`src/rtl/core/assert_macros.svh`:
```
// Assertion macros shared by the RTL that carries checks.
// Every macro expects clk_i and rst_ni in the scope where it is used.
`ifndef ASSERT_MACROS_SVH
`define ASSERT_MACROS_SVH

// Property that must hold at every clock edge outside reset
`define ASSERT_ALWAYS(lbl, prop, msg) \
  lbl: assert property (@(posedge clk_i) disable iff (!rst_ni) (prop)) else $error(msg);

// Antecedent in one cycle implies consequent in the next cycle
`define ASSERT_NEXT(lbl, ante, cons, msg) \
  lbl: assert property (@(posedge clk_i) disable iff (!rst_ni) (ante) |=> (cons)) else $error(msg);

`endif

```
`src/rtl/core/olc_pkg.sv`:
```
// Shared types, constants and helper functions of the occupancy light controller.
// No dependencies; used by every module of the block.
`timescale 1ns / 1ps
`default_nettype none

package olc_pkg;

  // Widths fixed by the register and field definitions
  localparam int unsigned THR_W       = 12;
  localparam int unsigned AUTO_OFF_W  = 16;
  localparam int unsigned DEBOUNCE_W  = 10;
  localparam int unsigned POWER_W     = 8;
  localparam int unsigned CFG_DATA_W  = 16;
  localparam int unsigned CFG_IDX_W   = 3;
  localparam int unsigned PCT_W       = 7;
  localparam int unsigned DUTY_W      = 8;
  localparam int unsigned SINCE_MOT_W = 17;
  localparam int unsigned SINCE_EDG_W = 11;
  localparam int unsigned ON_TICKS_W  = 40;
  localparam int unsigned ENERGY_W    = 48;
  localparam int unsigned ADD_W       = POWER_W + PCT_W;
  localparam int unsigned LIGHT_MAX_W = 16;

  // Defaults for top-level parameters
  localparam int unsigned LIGHT_BITS_DEF  = 12;
  localparam int unsigned QUEUE_DEPTH_DEF = 2;

  // Register reset values
  localparam logic [THR_W-1:0]      LIGHT_ON_RST    = 12'd2500;
  localparam logic [THR_W-1:0]      BRIGHT_LOW_RST  = 12'd3000;
  localparam logic [THR_W-1:0]      BRIGHT_MED_RST  = 12'd1000;
  localparam logic [AUTO_OFF_W-1:0] AUTO_OFF_RST    = 16'd60000;
  localparam logic [DEBOUNCE_W-1:0] DEBOUNCE_RST    = 10'd100;
  localparam logic [POWER_W-1:0]    MAX_POWER_RST   = 8'd50;

  // Brightness tiers and matching duty values (pct * 255 / 100)
  localparam logic [PCT_W-1:0]  PCT_OFF   = 7'd0;
  localparam logic [PCT_W-1:0]  PCT_LOW   = 7'd33;
  localparam logic [PCT_W-1:0]  PCT_MED   = 7'd66;
  localparam logic [PCT_W-1:0]  PCT_FULL  = 7'd100;
  localparam logic [DUTY_W-1:0] DUTY_OFF  = 8'd0;
  localparam logic [DUTY_W-1:0] DUTY_LOW  = 8'd84;
  localparam logic [DUTY_W-1:0] DUTY_MED  = 8'd168;
  localparam logic [DUTY_W-1:0] DUTY_FULL = 8'd255;

  // Input command codes
  typedef enum logic [1:0] {
    CMD_TICK = 2'd0,
    CMD_ON   = 2'd1,
    CMD_OFF  = 2'd2,
    CMD_NONE = 2'd3
  } cmd_e;

  // Configuration register indexes
  typedef enum logic [CFG_IDX_W-1:0] {
    REG_LIGHT_ON  = 3'd0,
    REG_BRT_LOW   = 3'd1,
    REG_BRT_MED   = 3'd2,
    REG_AUTO_OFF  = 3'd3,
    REG_DEBOUNCE  = 3'd4,
    REG_MAX_POWER = 3'd5
  } cfg_idx_e;

  // Operation the back end carries out
  typedef enum logic [1:0] {
    OP_TICK,
    OP_ON,
    OP_OFF,
    OP_NOP
  } op_e;

  typedef struct packed {
    logic [THR_W-1:0]      light_on;
    logic [THR_W-1:0]      bright_low;
    logic [THR_W-1:0]      bright_med;
    logic [AUTO_OFF_W-1:0] auto_off;
    logic [DEBOUNCE_W-1:0] debounce;
    logic [POWER_W-1:0]    max_power;
  } cfg_t;

  // Classified item; the light sample travels beside it
  typedef struct packed {
    op_e              op;
    logic             raw;
    logic             dark;   // sample below switch-on threshold
    logic [PCT_W-1:0] tier;   // brightness tier of the sample
  } item_t;

  // Brightness tier for a light level
  function automatic logic [PCT_W-1:0] tier_pct(input logic [LIGHT_MAX_W-1:0] light,
                                                input cfg_t cfg);
    if (light > LIGHT_MAX_W'(cfg.bright_low)) begin
      return PCT_LOW;
    end else if (light >= LIGHT_MAX_W'(cfg.bright_med)) begin
      return PCT_MED;
    end
    return PCT_FULL;
  endfunction

  // PWM duty for a brightness tier
  function automatic logic [DUTY_W-1:0] pct_duty(input logic [PCT_W-1:0] pct);
    case (pct)
      PCT_LOW:  return DUTY_LOW;
      PCT_MED:  return DUTY_MED;
      PCT_FULL: return DUTY_FULL;
      default:  return DUTY_OFF;
    endcase
  endfunction

endpackage

`default_nettype wire

```
`src/rtl/core/olc_front.sv`:
```
// Front end: decodes the command and classifies the light sample.
// Depends on olc_pkg.
`timescale 1ns / 1ps
`default_nettype none

module olc_front #(
  parameter int unsigned LIGHT_BITS = olc_pkg::LIGHT_BITS_DEF
) (
  input  wire logic [1:0]            cmd_i,
  input  wire logic                  motion_raw_i,
  input  wire logic [LIGHT_BITS-1:0] light_sample_i,
  input  wire olc_pkg::cfg_t         cfg_i,
  output olc_pkg::item_t             item_o
);
  import olc_pkg::*;

  logic [LIGHT_MAX_W-1:0] light_ext;

  assign light_ext = LIGHT_MAX_W'(light_sample_i);

  // Command decode and sample classification against the thresholds
  always_comb begin
    item_o.raw  = motion_raw_i;
    item_o.dark = light_ext < LIGHT_MAX_W'(cfg_i.light_on);
    item_o.tier = tier_pct(light_ext, cfg_i);
    unique case (cmd_e'(cmd_i))
      CMD_TICK: item_o.op = OP_TICK;
      CMD_ON:   item_o.op = OP_ON;
      CMD_OFF:  item_o.op = OP_OFF;
      default:  item_o.op = OP_NOP;
    endcase
  end

endmodule

`default_nettype wire

```
`src/rtl/core/olc_queue.sv`:
```
// Short first-in first-out queue between front and back end.
// Depends on olc_pkg for defaults only.
`timescale 1ns / 1ps
`default_nettype none

module olc_queue #(
  parameter int unsigned WIDTH = 8,
  parameter int unsigned DEPTH = olc_pkg::QUEUE_DEPTH_DEF
) (
  input  wire logic             clk_i,
  input  wire logic             rst_ni,
  input  wire logic             push_i,
  input  wire logic [WIDTH-1:0] data_i,
  output logic                  full_o,
  input  wire logic             pop_i,
  output logic                  valid_o,
  output logic [WIDTH-1:0]      data_o
);
  localparam int unsigned PTR_W = (DEPTH > 1) ? $clog2(DEPTH) : 1;
  localparam int unsigned CNT_W = $clog2(DEPTH + 1);

  logic [WIDTH-1:0] mem_q [DEPTH];
  logic [PTR_W-1:0] wr_ptr_q, wr_ptr_d, rd_ptr_q, rd_ptr_d;
  logic [CNT_W-1:0] count_q, count_d;

  assign full_o  = count_q == CNT_W'(DEPTH);
  assign valid_o = count_q != '0;
  assign data_o  = mem_q[rd_ptr_q];

  // Pointer and fill count
  always_comb begin
    wr_ptr_d = wr_ptr_q;
    rd_ptr_d = rd_ptr_q;
    count_d  = count_q;
    if (push_i) begin
      wr_ptr_d = (wr_ptr_q == PTR_W'(DEPTH - 1)) ? '0 : wr_ptr_q + PTR_W'(1);
    end
    if (pop_i) begin
      rd_ptr_d = (rd_ptr_q == PTR_W'(DEPTH - 1)) ? '0 : rd_ptr_q + PTR_W'(1);
    end
    if (push_i && !pop_i) begin
      count_d = count_q + CNT_W'(1);
    end else if (!push_i && pop_i) begin
      count_d = count_q - CNT_W'(1);
    end
  end

  always_ff @(posedge clk_i or negedge rst_ni) begin
    if (!rst_ni) begin
      wr_ptr_q <= '0;
      rd_ptr_q <= '0;
      count_q  <= '0;
    end else begin
      wr_ptr_q <= wr_ptr_d;
      rd_ptr_q <= rd_ptr_d;
      count_q  <= count_d;
    end
  end

  // Entry storage
  always_ff @(posedge clk_i) begin
    if (push_i) begin
      mem_q[wr_ptr_q] <= data_i;
    end
  end

endmodule

`default_nettype wire

```
`src/rtl/core/olc_back.sv`:
```
// Back end: lamp state, debounce, timers and accumulators; holds the result.
// Depends on olc_pkg.
`timescale 1ns / 1ps
`default_nettype none

module olc_back #(
  parameter int unsigned LIGHT_BITS = olc_pkg::LIGHT_BITS_DEF
) (
  input  wire logic                          clk_i,
  input  wire logic                          rst_ni,
  input  wire olc_pkg::cfg_t                 cfg_i,
  input  wire logic                          q_valid_i,
  input  wire olc_pkg::item_t                item_i,
  input  wire logic [LIGHT_BITS-1:0]         light_i,
  output logic                               pop_o,
  output logic                               out_valid_o,
  input  wire logic                          out_stall_i,
  output logic                               lights_on_o,
  output logic [olc_pkg::DUTY_W-1:0]         pwm_duty_o,
  output logic [olc_pkg::PCT_W-1:0]          brightness_pct_o,
  output logic                               motion_seen_o,
  output logic                               manual_mode_o,
  output logic [olc_pkg::ON_TICKS_W-1:0]     on_time_ticks_o,
  output logic [olc_pkg::ENERGY_W-1:0]       energy_units_o
);
  import olc_pkg::*;

  logic                   out_valid_q, out_valid_d;
  logic                   lamp_q, lamp_d;
  logic                   motion_q, motion_d;
  logic                   manual_q, manual_d;
  logic [LIGHT_BITS-1:0]  last_light_q, last_light_d;
  logic [PCT_W-1:0]       bright_q, bright_d;
  logic [SINCE_MOT_W-1:0] since_mot_q, since_mot_d, since_mot_inc;
  logic [SINCE_EDG_W-1:0] since_edg_q, since_edg_d, since_edg_inc;
  logic [ON_TICKS_W-1:0]  on_ticks_q, on_ticks_d;
  logic [ENERGY_W-1:0]    energy_q, energy_d;
  logic [ADD_W-1:0]       energy_add;
  logic [ENERGY_W:0]      energy_sum;
  logic                   auto_on, lamp_mid, auto_off;

  // Result slot: take the next item when the slot is empty or being taken
  assign pop_o       = q_valid_i && (!out_valid_q || !out_stall_i);
  assign out_valid_d = pop_o || (out_valid_q && out_stall_i);

  // Saturating timers and per-tick energy
  assign since_mot_inc = (since_mot_q == '1) ? since_mot_q : since_mot_q + SINCE_MOT_W'(1);
  assign since_edg_inc = (since_edg_q == '1) ? since_edg_q : since_edg_q + SINCE_EDG_W'(1);
  assign energy_add    = ADD_W'(cfg_i.max_power) * ADD_W'(item_i.tier);
  assign energy_sum    = {1'b0, energy_q} + (ENERGY_W + 1)'(energy_add);

  // Next state for the popped item
  always_comb begin
    lamp_d       = lamp_q;
    motion_d     = motion_q;
    manual_d     = manual_q;
    last_light_d = last_light_q;
    bright_d     = bright_q;
    since_mot_d  = since_mot_q;
    since_edg_d  = since_edg_q;
    on_ticks_d   = on_ticks_q;
    energy_d     = energy_q;
    auto_on      = 1'b0;
    lamp_mid     = lamp_q;
    auto_off     = 1'b0;
    if (pop_o) begin
      unique case (item_i.op)
        OP_TICK: begin
          last_light_d = light_i;
          since_mot_d  = since_mot_inc;
          since_edg_d  = since_edg_inc;
          // debounce: accept a change only after the hold-off
          if ((item_i.raw != motion_q) &&
              (since_edg_inc > SINCE_EDG_W'(cfg_i.debounce))) begin
            motion_d    = item_i.raw;
            since_edg_d = '0;
            if (item_i.raw) begin
              since_mot_d = '0;
            end
          end
          // automatic switch on, then timeout or enough light
          auto_on = !manual_q && motion_d && item_i.dark && !lamp_q;
          if (auto_on) begin
            since_mot_d = '0;
          end
          lamp_mid = lamp_q || auto_on;
          auto_off = !manual_q && lamp_mid &&
                     ((since_mot_d > SINCE_MOT_W'(cfg_i.auto_off)) || !item_i.dark);
          lamp_d   = lamp_mid && !auto_off;
          bright_d = lamp_d ? item_i.tier : PCT_OFF;
          if (lamp_d) begin
            if (on_ticks_q != '1) begin
              on_ticks_d = on_ticks_q + ON_TICKS_W'(1);
            end
            energy_d = energy_sum[ENERGY_W] ? '1 : energy_sum[ENERGY_W-1:0];
          end
        end
        OP_ON: begin
          if (!lamp_q) begin
            lamp_d      = 1'b1;
            bright_d    = tier_pct(LIGHT_MAX_W'(last_light_q), cfg_i);
            since_mot_d = '0;
          end
          manual_d = 1'b1;
        end
        OP_OFF: begin
          lamp_d   = 1'b0;
          bright_d = PCT_OFF;
          manual_d = 1'b0;
        end
        default: begin
        end
      endcase
    end
  end

  always_ff @(posedge clk_i or negedge rst_ni) begin
    if (!rst_ni) begin
      out_valid_q  <= 1'b0;
      lamp_q       <= 1'b0;
      motion_q     <= 1'b0;
      manual_q     <= 1'b0;
      last_light_q <= '0;
      bright_q     <= PCT_OFF;
      since_mot_q  <= '0;
      since_edg_q  <= '0;
      on_ticks_q   <= '0;
      energy_q     <= '0;
    end else begin
      out_valid_q  <= out_valid_d;
      lamp_q       <= lamp_d;
      motion_q     <= motion_d;
      manual_q     <= manual_d;
      last_light_q <= last_light_d;
      bright_q     <= bright_d;
      since_mot_q  <= since_mot_d;
      since_edg_q  <= since_edg_d;
      on_ticks_q   <= on_ticks_d;
      energy_q     <= energy_d;
    end
  end

  // State registers hold still while the result waits, so they drive the outputs
  assign out_valid_o      = out_valid_q;
  assign lights_on_o      = lamp_q;
  assign pwm_duty_o       = pct_duty(bright_q);
  assign brightness_pct_o = bright_q;
  assign motion_seen_o    = motion_q;
  assign manual_mode_o    = manual_q;
  assign on_time_ticks_o  = on_ticks_q;
  assign energy_units_o   = energy_q;

endmodule

`default_nettype wire

```
`src/rtl/core/occupancy_light_controller.sv`:
```
// Occupancy light controller: the input transfer is one 1 ms sample tick
// (cmd 0, raw motion bit and light sample) or a manual on / off command.
// The output transfer carries the lamp state after that item: lights on,
// PWM duty, brightness percent, debounced motion, manual mode, and the
// saturating on-time and energy totals.
// Both channels use valid/stall; a transfer happens when valid is high and
// stall is low. Registers are written through cfg_we_i/cfg_idx_i/cfg_data_i;
// the user writes them only while no item is in flight; the block does not enforce this.
// The item is written to the queue at the input transfer; the back end then
// updates its state when it pops the item and offers the result.
// Throughput: one item per cycle while the output is not stalled.
// A stalled output holds the result and the back end; further items then fill
// the queue (QUEUE_DEPTH entries, two by default) and in_stall_o rises,
// independent of in_valid_i.
// Reset clears all state, totals and the queue and loads register defaults.
// Depends on olc_pkg, olc_front, olc_queue, olc_back, assert_macros.svh.
`timescale 1ns / 1ps
`default_nettype none

module occupancy_light_controller #(
  parameter int unsigned LIGHT_BITS  = olc_pkg::LIGHT_BITS_DEF,
  parameter int unsigned QUEUE_DEPTH = olc_pkg::QUEUE_DEPTH_DEF
) (
  input  wire logic                              clk_i,
  input  wire logic                              rst_ni,
  // configuration write port
  input  wire logic                              cfg_we_i,
  input  wire logic [olc_pkg::CFG_IDX_W-1:0]     cfg_idx_i,
  input  wire logic [olc_pkg::CFG_DATA_W-1:0]    cfg_data_i,
  // input channel
  input  wire logic                              in_valid_i,
  output logic                                   in_stall_o,
  input  wire logic [1:0]                        cmd_i,
  input  wire logic                              motion_raw_i,
  input  wire logic [LIGHT_BITS-1:0]             light_sample_i,
  // output channel
  output logic                                   out_valid_o,
  input  wire logic                              out_stall_i,
  output logic                                   lights_on_o,
  output logic [olc_pkg::DUTY_W-1:0]             pwm_duty_o,
  output logic [olc_pkg::PCT_W-1:0]              brightness_pct_o,
  output logic                                   motion_seen_o,
  output logic                                   manual_mode_o,
  output logic [olc_pkg::ON_TICKS_W-1:0]         on_time_ticks_o,
  output logic [olc_pkg::ENERGY_W-1:0]           energy_units_o
);
  import olc_pkg::*;

  `include "assert_macros.svh"

  localparam int unsigned Q_W = $bits(item_t) + LIGHT_BITS;

  cfg_t                  cfg_q;
  item_t                 front_item, back_item;
  logic                  push, pop, q_full, q_valid;
  logic [Q_W-1:0]        q_wdata, q_rdata;
  logic [LIGHT_BITS-1:0] back_light;

  // Configuration registers
  always_ff @(posedge clk_i or negedge rst_ni) begin
    if (!rst_ni) begin
      cfg_q.light_on   <= LIGHT_ON_RST;
      cfg_q.bright_low <= BRIGHT_LOW_RST;
      cfg_q.bright_med <= BRIGHT_MED_RST;
      cfg_q.auto_off   <= AUTO_OFF_RST;
      cfg_q.debounce   <= DEBOUNCE_RST;
      cfg_q.max_power  <= MAX_POWER_RST;
    end else if (cfg_we_i) begin
      unique case (cfg_idx_i)
        REG_LIGHT_ON:  cfg_q.light_on   <= cfg_data_i[THR_W-1:0];
        REG_BRT_LOW:   cfg_q.bright_low <= cfg_data_i[THR_W-1:0];
        REG_BRT_MED:   cfg_q.bright_med <= cfg_data_i[THR_W-1:0];
        REG_AUTO_OFF:  cfg_q.auto_off   <= cfg_data_i[AUTO_OFF_W-1:0];
        REG_DEBOUNCE:  cfg_q.debounce   <= cfg_data_i[DEBOUNCE_W-1:0];
        REG_MAX_POWER: cfg_q.max_power  <= cfg_data_i[POWER_W-1:0];
        default: begin
        end
      endcase
    end
  end

  // Front end: classify the incoming item
  olc_front #(
    .LIGHT_BITS(LIGHT_BITS)
  ) u_front (
    .cmd_i         (cmd_i),
    .motion_raw_i  (motion_raw_i),
    .light_sample_i(light_sample_i),
    .cfg_i         (cfg_q),
    .item_o        (front_item)
  );

  // Queue between front and back end
  assign in_stall_o = q_full;
  assign push       = in_valid_i && !q_full;
  assign q_wdata    = {front_item, light_sample_i};

  olc_queue #(
    .WIDTH(Q_W),
    .DEPTH(QUEUE_DEPTH)
  ) u_queue (
    .clk_i  (clk_i),
    .rst_ni (rst_ni),
    .push_i (push),
    .data_i (q_wdata),
    .full_o (q_full),
    .pop_i  (pop),
    .valid_o(q_valid),
    .data_o (q_rdata)
  );

  assign back_item  = item_t'(q_rdata[Q_W-1:LIGHT_BITS]);
  assign back_light = q_rdata[LIGHT_BITS-1:0];

  // Back end: carry out the item and hold the result
  olc_back #(
    .LIGHT_BITS(LIGHT_BITS)
  ) u_back (
    .clk_i           (clk_i),
    .rst_ni          (rst_ni),
    .cfg_i           (cfg_q),
    .q_valid_i       (q_valid),
    .item_i          (back_item),
    .light_i         (back_light),
    .pop_o           (pop),
    .out_valid_o     (out_valid_o),
    .out_stall_i     (out_stall_i),
    .lights_on_o     (lights_on_o),
    .pwm_duty_o      (pwm_duty_o),
    .brightness_pct_o(brightness_pct_o),
    .motion_seen_o   (motion_seen_o),
    .manual_mode_o   (manual_mode_o),
    .on_time_ticks_o (on_time_ticks_o),
    .energy_units_o  (energy_units_o)
  );

  // Checks on the lamp state
  `ASSERT_ALWAYS(a_manual_lit, !manual_mode_o || lights_on_o, "manual mode with lamp off")
  `ASSERT_ALWAYS(a_tier_lit, lights_on_o == (brightness_pct_o != PCT_OFF), "tier mismatch")
  `ASSERT_NEXT(a_on_mono, 1'b1, on_time_ticks_o >= $past(on_time_ticks_o), "on-time went back")

endmodule

`default_nettype wire

```
`config.mk`:
```
export PLATFORM = sky130hd
export DESIGN_NAME = occupancy_light_controller
export DESIGN_NICKNAME = d
export VERILOG_FILES = /design/src/rtl/core/olc_pkg.sv /design/src/rtl/core/olc_front.sv /design/src/rtl/core/olc_queue.sv /design/src/rtl/core/olc_back.sv /design/src/rtl/core/occupancy_light_controller.sv
export VERILOG_INCLUDE_DIRS = /design/src /design/src/rtl/core
export SDC_FILE = /design/constraint.sdc
export NUM_CORES = 1
export LEC_CHECK = 0
export BUFFER_PORTS_ARGS = -buffer_cell sky130_fd_sc_hd__buf_2
export CAP_MARGIN = 20
export CORE_MARGIN = 3
export CORE_UTILIZATION = 35
export CTS_CLUSTER_SIZE = 25
export DETAILED_ROUTE_END_ITERATION = 10
export RECOVER_POWER = 25
export SLEW_MARGIN = 15
export SYNTH_ARGS = -nofsm -noshare
export SYNTH_HDL_FRONTEND = slang
export SYNTH_SLANG_ARGS = --single-unit
```
`constraint.sdc`:
```
create_clock -name clk_i -period 7.8 [get_ports clk_i]
set_input_delay 0.39 -clock clk_i [delete_from_list [all_inputs] [get_ports clk_i]]
set_output_delay 0.39 -clock clk_i [all_outputs]
set_load 0.1 [all_outputs]
```
Word-level counts from Yosys, hierarchy flattened
Memories as Yosys holds them, arrays and structs flattened.
Cells that the tools add are included.
W data, S select, Z words.
{"block": "op_classes", "add_sub_neg": 8, "mul": 1, "n_lt_le_gt_ge": 7, "eq_ne": 18, "n_mux": 40, "n_reduce_logical": 46}
{"operator": "$mux W17", "n": 7}
{"operator": "$mux W7", "n": 8}
{"operator": "$add A48 B15 Y49", "n": 1}
{"operator": "$mux W48", "n": 1}
{"operator": "$add A40 B1 Y40 const B", "n": 1}
{"operator": "$ne A40 B40 Y1 const B", "n": 1}
{"operator": "$pmux W17 S2", "n": 1}
{"operator": "$ge A12 B12 Y1", "n": 2}
{"operator": "$gt A12 B12 Y1", "n": 2}
{"operator": "$pmux W8 S3", "n": 1}
{"operator": "$mux W11", "n": 2}
{"operator": "$pmux W7 S3", "n": 1}
{"operator": "$reduce_and A2 Y1", "n": 9}
{"operator": "$add A17 B1 Y17 const B", "n": 1}
{"operator": "$eq A17 B17 Y1 const B", "n": 1}
{"operator": "$gt A17 B16 Y1", "n": 1}
{"operator": "$mul A8 B7 Y15", "n": 1}
{"operator": "$eq A7 B7 Y1 const B", "n": 2}
{"operator": "$mux W1", "n": 14}
{"operator": "$logic_and A1 B1 Y1", "n": 12}
{"operator": "$lt A12 B12 Y1", "n": 1}
{"operator": "$add A11 B1 Y11 const B", "n": 1}
{"operator": "$eq A11 B11 Y1 const B", "n": 1}
{"operator": "$gt A11 B10 Y1", "n": 1}
{"operator": "other kinds (23)", "n": 47}
{"block": "word_totals", "register_bits": 213, "ram_bits": 46, "input_bits": 39, "out_inout_bits": 108, "elab_cells": 140, "n_memories": 1}
{"name": "u_queue.mem_q", "words": 2, "word_bits": 23, "read_ports": 1, "rd_clocked_by_memory_dff": 0, "write_ports": 1, "line": "olc_queue.sv:22", "text": "logic [WIDTH-1:0] mem_q [DEPTH];"}

Depth between registers and ports, before layout
Gate-level depths: netlist of the first run.
{"block": "depth", "word_depth": 20, "depth_mapped": 29}

Cells and area by module
Synthesis of the first run repeated with hierarchy kept, for this count alone.
{"block": "unflattened", "hier_cells": 1512, "area_unflattened_um2": 16105.4}
{"module": "olc_back", "instances": 1, "cells_per_inst": 1145, "area_each_um2": 10430.0}
{"module": "occupancy_light_controller", "instances": 1, "cells_per_inst": 152, "area_each_um2": 2797.7}
{"module": "olc_queue", "instances": 1, "cells_per_inst": 88, "area_each_um2": 1951.9}
{"module": "olc_front", "instances": 1, "cells_per_inst": 127, "area_each_um2": 925.9}

Worst setup path after synthesis of the first run
OpenSTA, ideal clock, no wires.
{"block": "synth_path", "path_kind": "flip-flop to flip-flop", "startpoint": "register u_back.since_edg_q[0]", "endpoint": "register u_back.energy_q[37], in the netlist u_back.energy_units_o[37]", "setup_ns": 0.128, "arrival_ns": 5.645, "t_required_ns": 7.672, "slack_ns": 2.026, "path_stages_with_launch": 29, "path_buffers": 3, "period_less_slack_ns": 5.774, "cell_sequence": "dfrtp_1 -> ha_1 -> nand2_1 -> or2_1 -> or3_1 -> clkbuf_1 -> nand3_1 -> nor2_1 -> nand3_1 -> xnor2_1 -> ha_1 -> nand3_1 -> nor4_2 -> o221a_2 -> o21ai_4 -> mux2i_1 -> a21oi_1 -> clkbuf_1 -> nor2_1 -> ha_1 -> and3_1 -> o21ai_0 -> o2111ai_1 -> o211ai_1 -> nand2_1 -> nor4_4 -> buf_6 -> nand4_1 -> mux2_1"}
{"block": "synth_via", "elab_chain_len": 19}
{"element": "from (decl)", "line": "olc_back.sv:35", "text": "logic [SINCE_EDG_W-1:0] since_edg_q, since_edg_d, since_edg_inc;"}
{"element": "from (signal assigned)", "line": "olc_back.sv:137", "text": "since_edg_q <= since_edg_d;"}
{"element": "$add A11 B1 Y11 / $eq A11 B11 Y1 (equally long branches)", "line": "olc_back.sv:48", "text": "assign since_edg_inc = (since_edg_q == '1) ? since_edg_q : since_edg_q + SINCE_EDG_W'(1);"}
{"element": "$mux W11 *", "line": "olc_back.sv:48"}
{"element": "$gt A11 B10 Y1 *", "line": "olc_back.sv:74", "text": "(since_edg_inc > SINCE_EDG_W'(cfg_i.debounce))) begin"}
{"element": "$logic_and A1 B1 Y1 *", "line": "olc_back.sv:73", "text": "if ((item_i.raw != motion_q) &&"}
{"element": "$mux W1", "line": "olc_back.sv:73"}
{"element": "$mux W1", "line": "olc_back.sv:67", "text": "unique case (item_i.op)"}
{"element": "$mux W1", "line": "olc_back.sv:66", "text": "if (pop_o) begin"}
{"element": "$logic_and A1 B1 Y1 (3 in a row)", "line": "olc_back.sv:82", "text": "auto_on = !manual_q && motion_d && item_i.dark && !lamp_q;"}
{"element": "$mux W17", "line": "olc_back.sv:83", "text": "if (auto_on) begin"}
{"element": "$mux W17", "line": "olc_back.sv:67"}
{"element": "$mux W17", "line": "olc_back.sv:66"}
{"element": "$gt A17 B16 Y1", "line": "olc_back.sv:88", "text": "((since_mot_d > SINCE_MOT_W'(cfg_i.auto_off)) || !item_i.dark);"}
{"element": "$logic_or A1 B1 Y1", "line": "olc_back.sv:88"}
{"element": "$logic_and A1 B1 Y1", "line": "olc_back.sv:87", "text": "auto_off = !manual_q && lamp_mid &&"}
{"element": "$logic_not A1 Y1", "line": "olc_back.sv:89", "text": "lamp_d = lamp_mid && !auto_off;"}
{"element": "$logic_and A1 B1 Y1 *", "line": "olc_back.sv:89"}
{"element": "$reduce_and A3 Y1 (no line) *"}
{"element": "to (signal assigned)", "line": "olc_back.sv:139", "text": "energy_q <= energy_d;"}
{"element": "to (decl)", "line": "olc_back.sv:37", "text": "logic [ENERGY_W-1:0] energy_q, energy_d;"}
Every way passes the cells marked *; elsewhere a longest branch is shown, timed or not. The select of a mux whose other input is x is not followed.
A chain may end at the register's enable or synchronous reset.

Worst setup path in the final report of the first run
{"block": "layout_path", "startpoint": "register u_back.since_edg_q[0]", "endpoint": "register u_back.energy_q[18], in the netlist u_back.energy_units_o[18]"}
The elaborated chain is that of the path after synthesis.

==> results by group, run 1 <==
Status
  – Status: finished, violations left
  – Failing checks: capacitance limit, slew limit

Placement
  – Post-placement cell area: 16800 um2
  – Gp weighted congestion: 0.885
  – IO Port Bufs: 144
  – Placement Setup Slack: 1.35 ns
  – Detailed Place HPWL: 28.8 mm
  – Placed Cells incl. Taps: 2233

Critical path
  – Slowest CP cell: buf_4
  – WP data required: 8.24 ns
  – Startpoint types: flip-flop
  – Most common cell on crit path: nand3_1
  – Critical Path Max Stage Delay: 0.45 ns
  – Largest delay share family, worst path: simple AND/OR/NAND/NOR gates
  – Buffers & Inverters on Critical Path: 3
  – Worst Path Max Fanout: 42
  – CP Data Arrival Time: 6.97 ns
  – Worst setup EP type: flip-flop
  – Worst Setup Path Type: flip-flop to flip-flop

Clock network
  – H-tree depth: 1
  – CTS max path bufs: 3
  – CTS tree: yes
  – Root buf cell: clkbuf_16
  – Worst-path clk slew: 0.06 ns
  – Inserted Clock Buffers: 30
  – CTS sink count: 253
  – Latest clock arrival within the worst-skew pair: 0.57 ns

Timing
  – Setup TNS Final: 0 ns
  – Setup Viol. Count Final: 0
  – Min cycle time layout: 6.54 ns
  – Fmax: 153 MHz
  – Slew Viols, Final: 79
  – RSZ-0062 raised after global routing: no
  – Final WS setup: 1.26 ns
  – Final hold vios: 0
  – Max-slew headroom: -189%
  – Worst Max-Slew Pin Slew: 4.33 ns
  – Crit share post-route: 83.8%
  – Worst Skew: 0.0168 ns

Synthesis
  – Yosys reg bits: 253
  – Mean post-synth cell area: 10.0 um2
  – Post-Synthesis Cells: 1546
  – Ys flop type: dfrtp_1
  – Ys async rst share: 83.4%
  – Netlist cell types: 69
  – Post-synth top area share: 29.1%
  – Post-synth EDFFs: 42
  – Sequential share of the synthesized area: 42.5%
  – Synthesized area: 15500 um2
  – Yosys top cell by area: dfrtp_1
  – Synth area leaders: dfrtp_1 (29%), ha_1 (12%), edfxtp_1 (8.1%)
  – YS warnings: 0

Die
  – FP Rows: 76
  – # IOs: 147
  – Die width: 216 um
  – Core box area: 43400 um2
  – Die area: 46800 um2
  – Die Height: 216 um
  – Initial Utilization: 35.7%

Route
  – DR vias: 11800
  – Vias/cell: 5.17
  – Starting DRT DRC Count: 770
  – Post-route DRC: 0
  – TritonRoute pass-1 iters: 5
  – WL/cell: 17.2 um
  – WL final: 39.5 mm
  – Antenna-violating nets left: 0

Final layout
  – Design area: 18000 um2
  – Final #Nets: 1893
  – Most frequent cells in the layout: dfrtp_1 (180), inv_1 (147), ha_1 (145)
  – Final core utilization: 41.4%
  – Layout cells sized above 1: 16.3%
  – Fill count: 4252
  – Synth-to-Final Area Change: 15.9%
  – Commonest non-fill, non-tap cell in the layout: dfrtp_1
  – Final std cells w/o fill: 2292
  – Number of diodes: 0

Global route
  – First-pass GRT wire length: 63.4 mm
  – Initial antenna violation count: 0
  – Gr usage total: 16.7%
  – GRT overflow: 0
  – Largest net degree at the start of global routing: 79
  – Vias in the first global route: 11900

Power and ir drop
  – Peak VDD IR: 0.374 mV
  – Leak Pwr: 8.51 nW
  – Pwr Density: 424 nW/um2

Worst hold path
  – Hold Path Class: primary input to flip-flop

Job
  – Max Cap Viol: 1
[kinds of logic (layout without fill, tap and decap cells)]
| kind of cell | Yosys count | after routing | share of synthesized area [%] |
|---|---|---|---|
| xor gates and xnor gates | 78 | 78 | 4.41 |
| AOI/OAI and AO/OA | 277 | 277 | 11.4 |
| other | 1 | 2 | 0.0242 |
| adders and majority gates | 171 | 171 | 15.1 |
| DFF | 253 | 253 | 42.5 |
| and+or+nand+nor | 489 | 489 | 16.2 |
| buffers and inverters | 204 | 364 | 5.31 |
| muxes | 73 | 73 | 5.15 |
[cell usage after synthesis, drive strengths merged (3+ instances only)]
| master | n |
|---|---|
| o21bai | 7 |
| mux2i | 22 |
| inv | 147 |
| nor3b | 3 |
| mux2 | 51 |
| a21o | 21 |
| o21a | 15 |
| nor2b | 47 |
| nand2b | 12 |
| a21oi | 52 |
| nor3 | 15 |
| or2 | 9 |
| nor2 | 83 |
| a41oi | 4 |
| fa | 26 |
| dfrtp | 180 |
| or3 | 12 |
| clkbuf | 39 |
| xnor2 | 49 |
| nand2 | 137 |
| o211ai | 5 |
| a21boi | 3 |
| dfstp | 31 |
| ha | 145 |
| edfxtp | 42 |
| xor2 | 29 |
| o31ai | 5 |
| buf | 18 |
| nand3 | 44 |
| nor4 | 6 |
| nand4 | 55 |
| o21ai | 85 |
| and2 | 10 |
| a22o | 21 |
| a31oi | 32 |
| and3 | 40 |
| and4 | 6 |
| a211oi | 11 |
[flip-flops by register name, summed over array words and instances (netlist names), 2 cells and up]
| name | flops |
|---|---|
| cfg_q | 70 |
| u_back.brightness_pct_o | 5 |
| u_back.energy_units_o | 48 |
| u_back.last_light_q | 12 |
| u_back.on_time_ticks_o | 40 |
| u_back.since_edg_q | 11 |
| u_back.since_mot_q | 17 |
| u_queue.count_q | 2 |
| u_queue.mem_q | 42 |
[worst min-delay path, stage by stage]
cell and delay (ns):
buf_2 0.09, nand2_1 0.04, nand2_1 0.05
[report_power, final]
part | leakage [nW] | total [W] | internal (W) | switching, W
clock network | 0.559 | 0.00159 | 0.00102 | 0.000569
registers | 3.04 | 0.00188 | 0.00165 | 0.000235
logic | 4.92 | 0.00414 | 0.00148 | 0.00266
[routing by layer]
layer / part of all wire [%] / vias up / GRT usage [%]
li1: - / 5717 / -
met1: 48 / 5779 / 23.4
met2: 45 / 282 / 27.0
met3: 4.4 / 63 / 2.37
met4: 2.7 / 0 / 4.68
met5: 0 / - / 0
[path summary, 6_finish.rpt]
kind	startpoint	endpoint	slack [ns]	cells after the start
setup / recovery	u_back.since_edg_q[0]$_DFFE_PN0P_	u_back.energy_units_o[18]$_DFFE_PN0P_	1.26	28
hold / removal	out_stall_i	u_back.out_valid_o$_DFF_PN0_	0.04	3
setup reg to reg	u_back.since_edg_q[0]$_DFFE_PN0P_	u_back.energy_units_o[18]$_DFFE_PN0P_	1.26	28
hold reg to reg	u_back.on_time_ticks_o[30]$_DFFE_PN0P_	u_back.on_time_ticks_o[30]$_DFFE_PN0P_	0.49	1
max in group asynchronous	rst_ni	u_back.since_edg_q[3]$_DFFE_PN0P_	3.18	3
min in group asynchronous	rst_ni	u_back.energy_units_o[47]$_DFFE_PN0P_	1.91	2
[metrics by stage]
step | hold WS [ns] | power (W)
after floorplan | 0.0944 | 0.00513
after global placement | 0.406 | 0.00596
after CTS | 0.0108 | 0.00769
after global routing | 0.0358 | 0.00828
final | 0.0403 | 0.00761
after detailed placement | 0.403 | 0.00605
[final cells by class]
| type | instances | area (um2) | share of cell area, % |
|---|---|---|---|
| timing repair buffer | 161 | 826 | 4.60 |
| inverter | 147 | 552 | 3.07 |
| tap | 585 | 732 | 4.07 |
| clock buffer | 43 | 881 | 4.90 |
| multi-input combinational | 1090 | 8140 | 45.3 |
| sequential | 253 | 6580 | 36.6 |
| clock inverter | 13 | 259 | 1.44 |
[timing repair]
item | 4_1_cts | 5_1_grt
resized for setup | 0 | 0
setup endpoints to repair | 0 | 0
setup buffers | 0 | 0
hold buffers | 1 | 0
hold endpoints to repair | 71 | 0
No activity file was read; power rests on OpenSTA's default activity.
==> run 2: changes to the inputs <==
--- a/config.mk
+++ b/config.mk
@@ -6,6 +6,7 @@
 export SDC_FILE = /design/constraint.sdc
 export NUM_CORES = 1
 export LEC_CHECK = 0
+export ABC_AREA = 1
 export BUFFER_PORTS_ARGS = -buffer_cell sky130_fd_sc_hd__buf_2
 export CAP_MARGIN = 20
 export CORE_MARGIN = 3
==> constraint.sdc (replaced) <==
create_clock -name clk_i -period 6.4 [get_ports clk_i]
set_input_delay 0.32 -clock clk_i [delete_from_list [all_inputs] [get_ports clk_i]]
set_output_delay 0.32 -clock clk_i [all_outputs]
set_load 0.1 [all_outputs]
==> run 2 against run 1 <==
  * The run still ends with capacitance limit, slew limit left
  * Design area grew 12%
  * Final cell count increased by 37%
  * Synthesized cell count rose by 49%
  * Clock-buffer cell count down 8
  * Sequential share of layout area decreased by 3.9 points
  * Flip-flop and latch count is the same
  * Highest routed layer unchanged
  * First-iteration DRC count grew 25%
  * Critical endpoint is now u_back.energy_units_o[20]$_DFFE_PN0P_
  * Via count up 32%
  * Total power rose by 38%
  * Synthesized area rose by 13%
  * Hold slack better by 0.065 ns
  * Clock power increased by 19%
==> results by group, run 2 <==
Status
  – Status: finished, violations left
  – Failing checks: capacitance limit, slew limit

Final layout
  – Most frequent cells in the layout: nand2_1 (589), inv_1 (352), nor2_1 (201)
  – Fill count: 5043
  – Largest Register: cfg_q
  – Design area: 20100 um2
  – Number of diodes: 0
  – Area occupied by multi-input gates: 9230 um2
  – Final #Nets: 2657
  – Synth-to-Final Area Change: 15.2%
  – Max reg flops: 70
  – Commonest non-fill, non-tap cell in the layout: nand2_1
  – Layout cells sized above 1: 10.7%
  – Sequential cell area: 6580 um2

Synthesis
  – Ys async rst share: 83.4%
  – Ys flop type: dfrtp_1
  – YS warnings: 0
  – Yosys reg bits: 253
  – Count leader, synth: nand2_1
  – Post-synth EDFFs: 42
  – Most frequent cells after synthesis: nand2_1 (589), inv_1 (352), nor2_1 (203)
  – Netlist cell types: 56
  – Sequential share of the synthesized area: 37.7%
  – Synth area leaders: dfrtp_1 (26%), nand2_1 (13%), ha_1 (10%)
  – Yosys top cell by area: dfrtp_1
  – Synthesized area: 17500 um2
  – Post-synth top area share: 25.8%
  – Post-Synthesis Cells: 2298
  – Mean post-synth cell area: 7.59 um2

Die
  – FP Rows: 81
  – Die width: 229 um
  – Die Height: 229 um
  – Core box area: 49100 um2
  – Die area: 52600 um2
  – Initial Utilization: 35.6%
  – # IOs: 147

Clock network
  – Inserted Clock Buffers: 30
  – Latest clock arrival within the worst-skew pair: 0.58 ns
  – CTS tree: yes
  – Worst-path clk slew: 0.06 ns
  – CTS max path bufs: 3
  – H-tree depth: 1
  – CTS sink count: 253
  – Root buf cell: clkbuf_16

Timing
  – Worst Max-Slew Pin Slew: 4.56 ns
  – Worst Skew: 0.00897 ns
  – Crit share post-route: 91.4%
  – Max-slew headroom: -204%
  – Final hold vios: 0
  – Slew Viols, Final: 78
  – RSZ-0062 raised after global routing: no
  – Hold_ws: 0.105 ns
  – Min cycle time layout: 5.85 ns
  – Setup TNS Final: 0 ns
  – Fmax: 171 MHz
  – Setup Viol. Count Final: 0

Route
  – TritonRoute pass-1 iters: 5
  – WL/cell: 16.4 um
  – WL final: 51.4 mm
  – Vias/cell: 4.99
  – DR vias: 15600
  – Post-route DRC: 0
  – Antenna-violating nets left: 0
  – Starting DRT DRC Count: 964

Critical path
  – Reg-to-reg startpoint: u_queue.rd_ptr_q$_DFFE_PN0P_
  – Reg2reg end: u_back.energy_units_o[20]$_DFFE_PN0P_
  – Startpoint types: flip-flop
  – Reg2Reg Depth: 26
  – CP Data Arrival Time: 6.31 ns
  – Reg2Reg Setup Slack: 0.55 ns
  – Worst Setup Path Type: flip-flop to flip-flop
  – Worst setup EP type: flip-flop
  – Worst Path Max Fanout: 43
  – WP data required: 6.86 ns

Placement
  – Gp weighted congestion: 0.936
  – IO Port Bufs: 144
  – Detailed Place HPWL: 38.8 mm
  – Post-placement cell area: 18800 um2

Global route
  – Gr usage total: 19.3%
  – GRT overflow: 0
  – Vias in the first global route: 15400
  – Initial antenna violation count: 0
  – First-pass GRT wire length: 82.8 mm
  – Largest net degree at the start of global routing: 135

Power and ir drop
  – Pwr Density: 521 nW/um2
  – Final Total Pwr: 0.0105 W
  – Peak VDD IR: 0.313 mV
  – Leak Pwr: 9.95 nW

Worst hold path
  – Hold Path End: cfg_q[44]$_DFFE_PN0P_
  – Hold Path Class: primary input to flip-flop
  – WHS Path Cells: 3
  – Startpoint of the worst hold path: cfg_data_i[10]

Job
  – Max Cap Viol: 1
-- run 2: cell types whose count changed in the layout (fill, tap and decap cells not counted), moves of 38 or more --
cell,change
nand2_1,+452
and3_1,-40
nor2b_1,-47
nand3_1,+68
nor2_1,+120
o21ai_0,+87
inv_1,+205
mux2_2,-38
-- run 2: report_power, final --
group	switching (W)	internal (W)	total, W
logic	0.00440	0.00164	0.00604
registers	0.000425	0.00212	0.00255
clock network	0.000742	0.00115	0.00189
-- run 2: worst max path at each step --
stage	start	slack, ns	cells past startpoint	endpoint
2_1_floorplan	u_back.brightness_pct_o[1]$_DFFE_PN0P_	1.06	3	pwm_duty_o[5]
3_3_place_gp	u_back.since_edg_q[0]$_DFFE_PN0P_	0.50	41	u_back.energy_units_o[44]$_DFFE_PN0P_
3_5_place_dp	u_back.since_edg_q[0]$_DFFE_PN0P_	0.43	41	u_back.energy_units_o[25]$_DFFE_PN0P_
4_1_cts	u_back.since_edg_q[0]$_DFFE_PN0P_	0.40	41	u_back.energy_units_o[30]$_DFFE_PN0P_
5_1_grt	u_back.since_edg_q[0]$_DFFE_PN0P_	0.01	42	u_back.energy_units_o[34]$_DFFE_PN0P_
6_report	u_queue.rd_ptr_q$_DFFE_PN0P_	0.55	26	u_back.energy_units_o[20]$_DFFE_PN0P_
-- run 2: per-stage QoR --
stage / util, % / std cells / worst slack (ns)
3_3_place_gp: 38.4 / 3059 / 0.502
6_report: 41.0 / 3135 / 0.550
5_1_grt: 41.0 / 3135 / 0.0148
2_1_floorplan: - / 2299 / 1.06
4_1_cts: 41.0 / 3132 / 0.400
3_5_place_dp: 38.4 / 3059 / 0.429
-- run 2: layout make-up --
type	count	area share, %
tap	664	4.13
sequential	253	32.7
multi-input combinational	1626	45.9
inverter	358	6.68
clock inverter	21	1.41
timing repair buffer	178	5.10
clock buffer	35	4.03
-- run 2: metal layers --
| layer | vias to the layer above | share of wire (%) | GRT usage (%) |
|---|---|---|---|
| met5 | - | 0 | 0 |
| met4 | 0 | 3.0 | 5.82 |
| met3 | 92 | 5.1 | 3.13 |
| met2 | 397 | 45 | 31.0 |
| met1 | 7364 | 47 | 26.7 |
| li1 | 7786 | - | - |
-- run 2: critical path, stage by stage, from the launching register on --
cell	delay (ns)
dfrtp_1	0.48
buf_4	0.25
nand2_1	0.07
o21ai_1	0.07
buf_4	0.18
nor2_1	0.06
ha_1	0.27
inv_1	0.04
fa_1	0.46
fa_1	0.55
inv_1	0.06
fa_1	0.47
ha_1	0.38
a21oi_1	0.20
o21ai_0	0.15
a21oi_1	0.28
inv_1	0.10
nand2_1	0.07
nand2_1	0.11
nand2_1	0.09
nand2_1	0.10
nand2_1	0.07
nand2_1	0.17
inv_2	0.65
nand3_1	0.20
nand2_1	0.11
o21ai_0	0.09
-- run 2: logic make-up (layout without fill, tap and decap cells) --
family / Yosys count / count (layout) / share of synthesized area [%]
DFF: 253 / 253 / 37.7
xor gates and xnor gates: 61 / 61 / 3.06
muxes: 2 / 2 / 0.115
AOI/OAI and AO/OA: 307 / 307 / 9.52
other: 1 / 2 / 0.0215
adders and majority gates: 171 / 171 / 13.4
and+or+nand+nor: 1082 / 1083 / 26.6
buffers and inverters: 421 / 592 / 9.55
-- run 2: what timing repair did --
item,4_1_cts,5_1_grt
setup buffers,0,1
endpoints found under the hold margin,85,0
gates resized for setup,0,0
endpoints found under the setup margin,0,35
hold buffers,17,0
==> run 3: changes to the inputs <==
--- a/config.mk
+++ b/config.mk
@@ -9,10 +9,10 @@
 export ABC_AREA = 1
 export BUFFER_PORTS_ARGS = -buffer_cell sky130_fd_sc_hd__buf_2
 export CAP_MARGIN = 20
-export CORE_MARGIN = 3
 export CORE_UTILIZATION = 35
 export CTS_CLUSTER_SIZE = 25
 export DETAILED_ROUTE_END_ITERATION = 10
+export MAX_ROUTING_LAYER = met4
 export RECOVER_POWER = 25
 export SLEW_MARGIN = 15
 export SYNTH_ARGS = -nofsm -noshare
==> constraint.sdc (replaced) <==
create_clock -name clk_i -period 5.85 [get_ports clk_i]
set_input_delay 0.2925 -clock clk_i [delete_from_list [all_inputs] [get_ports clk_i]]
set_output_delay 0.2925 -clock clk_i [all_outputs]
set_load 0.1 [all_outputs]
==> run 3 against run 2 <==
  * The flow still finishes with violations (capacitance limit, slew limit)
  * Sequential share of layout area fell by 0.64 points
  * Routed wire length is 4.7% higher
  * Global-route usage increased by 2.1 points
  * Worst setup slack lost 0.18 ns
  * Register-to-register slack worse by 0.18 ns
  * Design area up 2.0%
  * First-iteration DRC count rose by 16%
  * Flip-flop and latch count unchanged
  * Critical endpoint is now u_back.energy_units_o[21]$_DFFE_PN0P_
  * Largest power group unchanged
==> results by group, run 3 (synthesis results as in run 2) <==
Clock network
  – H-tree depth: 1
  – Latest clock arrival within the worst-skew pair: 0.60 ns
  – CTS sink count: 253
  – Inserted Clock Buffers: 31
  – CTS max path bufs: 3
  – Worst-path clk slew: 0.06 ns
  – Root buf cell: clkbuf_16
  – CTS tree: yes

Global route
  – Initial antenna violation count: 0
  – Largest net degree at the start of global routing: 175
  – Vias in the first global route: 15300
  – Gr usage total: 21.4%
  – GRT overflow: 0
  – First-pass GRT wire length: 83.3 mm

Die
  – # IOs: 147
  – Die area: 50800 um2
  – Die Height: 225 um
  – Initial Utilization: 35.6%
  – FP Rows: 81
  – Core box area: 49100 um2
  – Die width: 225 um

Status
  – Failing checks: capacitance limit, slew limit
  – Status: finished, violations left

Route
  – Met3 WL post-DR: 2.74 mm
  – WL final: 53.8 mm
  – Starting DRT DRC Count: 1118
  – Post-route DRC: 0
  – WL/cell: 17.0 um
  – Max Used Layer: met4
  – Vias/cell: 5.02
  – DR vias: 15900
  – WL met1: 24.5 mm
  – Metal2 WL: 25.1 mm
  – Antenna-violating nets left: 0
  – TritonRoute pass-1 iters: 5

Power and ir drop
  – Pwr Density: 566 nW/um2
  – Peak VDD IR: 0.376 mV
  – Leak Pwr: 10.1 nW

Placement
  – Placement Setup Slack: 0.223 ns
  – Gp weighted congestion: 0.943
  – Detailed Place HPWL: 39.5 mm
  – IO Port Bufs: 144
  – Post-placement cell area: 18900 um2

Final layout
  – Fill count: 5073
  – Most frequent cells in the layout: nand2_1 (585), inv_1 (351), nor2_1 (199)
  – Max reg flops: 70
  – Commonest non-fill, non-tap cell in the layout: nand2_1
  – Layout cells sized above 1: 12.2%
  – Design area: 20500 um2
  – Largest Register: cfg_q
  – Synth-to-Final Area Change: 17.6%
  – Number of diodes: 0
  – Final #Nets: 2686

Critical path
  – Worst Path Max Fanout: 10
  – Critical Path Max Stage Delay: 0.42 ns
  – Worst Setup Path Type: flip-flop to flip-flop
  – WP data required: 6.33 ns
  – Worst setup EP type: flip-flop
  – Reg-to-reg startpoint: u_back.since_edg_q[1]$_DFFE_PN0P_
  – Most common cell on crit path: nand2_1
  – Startpoint types: flip-flop
  – CP Data Arrival Time: 5.96 ns
  – CP Launch Point: u_back.since_edg_q[1]$_DFFE_PN0P_
  – Slowest CP cell: dfrtp_1

Timing
  – Max-slew headroom: -68.8%
  – Final hold vios: 0
  – Crit share post-route: 93.6%
  – Fmax: 183 MHz
  – Slew Viols, Final: 225
  – Min cycle time layout: 5.48 ns
  – Setup Viol. Count Final: 0
  – Worst Max-Slew Pin Slew: 2.53 ns
  – Worst Skew: 0.0153 ns
  – Final WS setup: 0.373 ns

Job
  – Max Cap Viol: 3

Worst hold path
  – Hold Path Class: primary input to flip-flop
  – Startpoint of the worst hold path: cfg_data_i[10]
## run 3: timing repair
item,in CTS,in global routing
buffers inserted,0,13
endpoints found under the hold margin,72,0
setup endpoints to repair,0,94
gates resized for setup,0,32
hold buffers,21,0
## run 3: power by group
part           switching [W]  leakage (nW)  internal [W]
sequential          0.000465          3.03       0.00232
combinational        0.00488          6.55       0.00191
clock               0.000813         0.532       0.00122
total                0.00616          10.1       0.00546
## run 3: routing by layer
metal  GRT usage [%]  up-vias
met2            34.3      452
met1            28.5     7519
li1                -     7832
met5               -        -
met4            5.60        0
met3            2.52       92
## run 3: critical path, delay by kind of cell, from the launching register on
family                     cells  cell delay (ns)
and+or+nand+nor               29             2.65
buffers and inverters          6             0.81
adders and majority gates      3             0.76
AOI/OAI and AO/OA              3             0.49
DFF                            1             0.42
xor gates and xnor gates       1             0.17
## run 3: worst paths after layout
kind                                                    endpoint  slack [ns]  cells after the start
setup / recovery           u_back.energy_units_o[21]$_DFFE_PN0P_        0.37                     42
hold / removal                             cfg_q[56]$_DFFE_PN0P_        0.09                      3
setup reg to reg           u_back.energy_units_o[21]$_DFFE_PN0P_        0.37                     42
hold reg to reg                            cfg_q[59]$_DFFE_PN0P_        0.48                      2
max in group asynchronous           u_queue.rd_ptr_q$_DFFE_PN0P_        1.25                      3
min in group asynchronous  u_back.energy_units_o[27]$_DFFE_PN0P_        0.88                      2
## run 3: area by class of cell
type                    count  area, um2  share of cell area [%]
repair inverters            1       5.00                  0.0244
clock inverters            14        168                   0.817
multi-input cells        1625       9320                    45.4
clock buffers              44        916                    4.46
repair buffers            206       1350                    6.57
inverters                 358       1350                    6.58
flip-flops and latches    253       6580                    32.1
well taps                 664        831                    4.05
## run 3: through the flow
step	TNS, ns	std cells	hold slack [ns]	utilization (%)	total power [W]
global route	-1.82	3165	0.125	41.8	0.0125
finish	0	3165	0.0935	41.8	0.0116
detailed placement	0	3063	0.200	38.5	0.00937
CTS	0	3142	0.0771	41.1	0.0115
global placement	0	3063	0.199	38.5	0.00930
floorplan	0	2299	-0.00309	-	0.00776
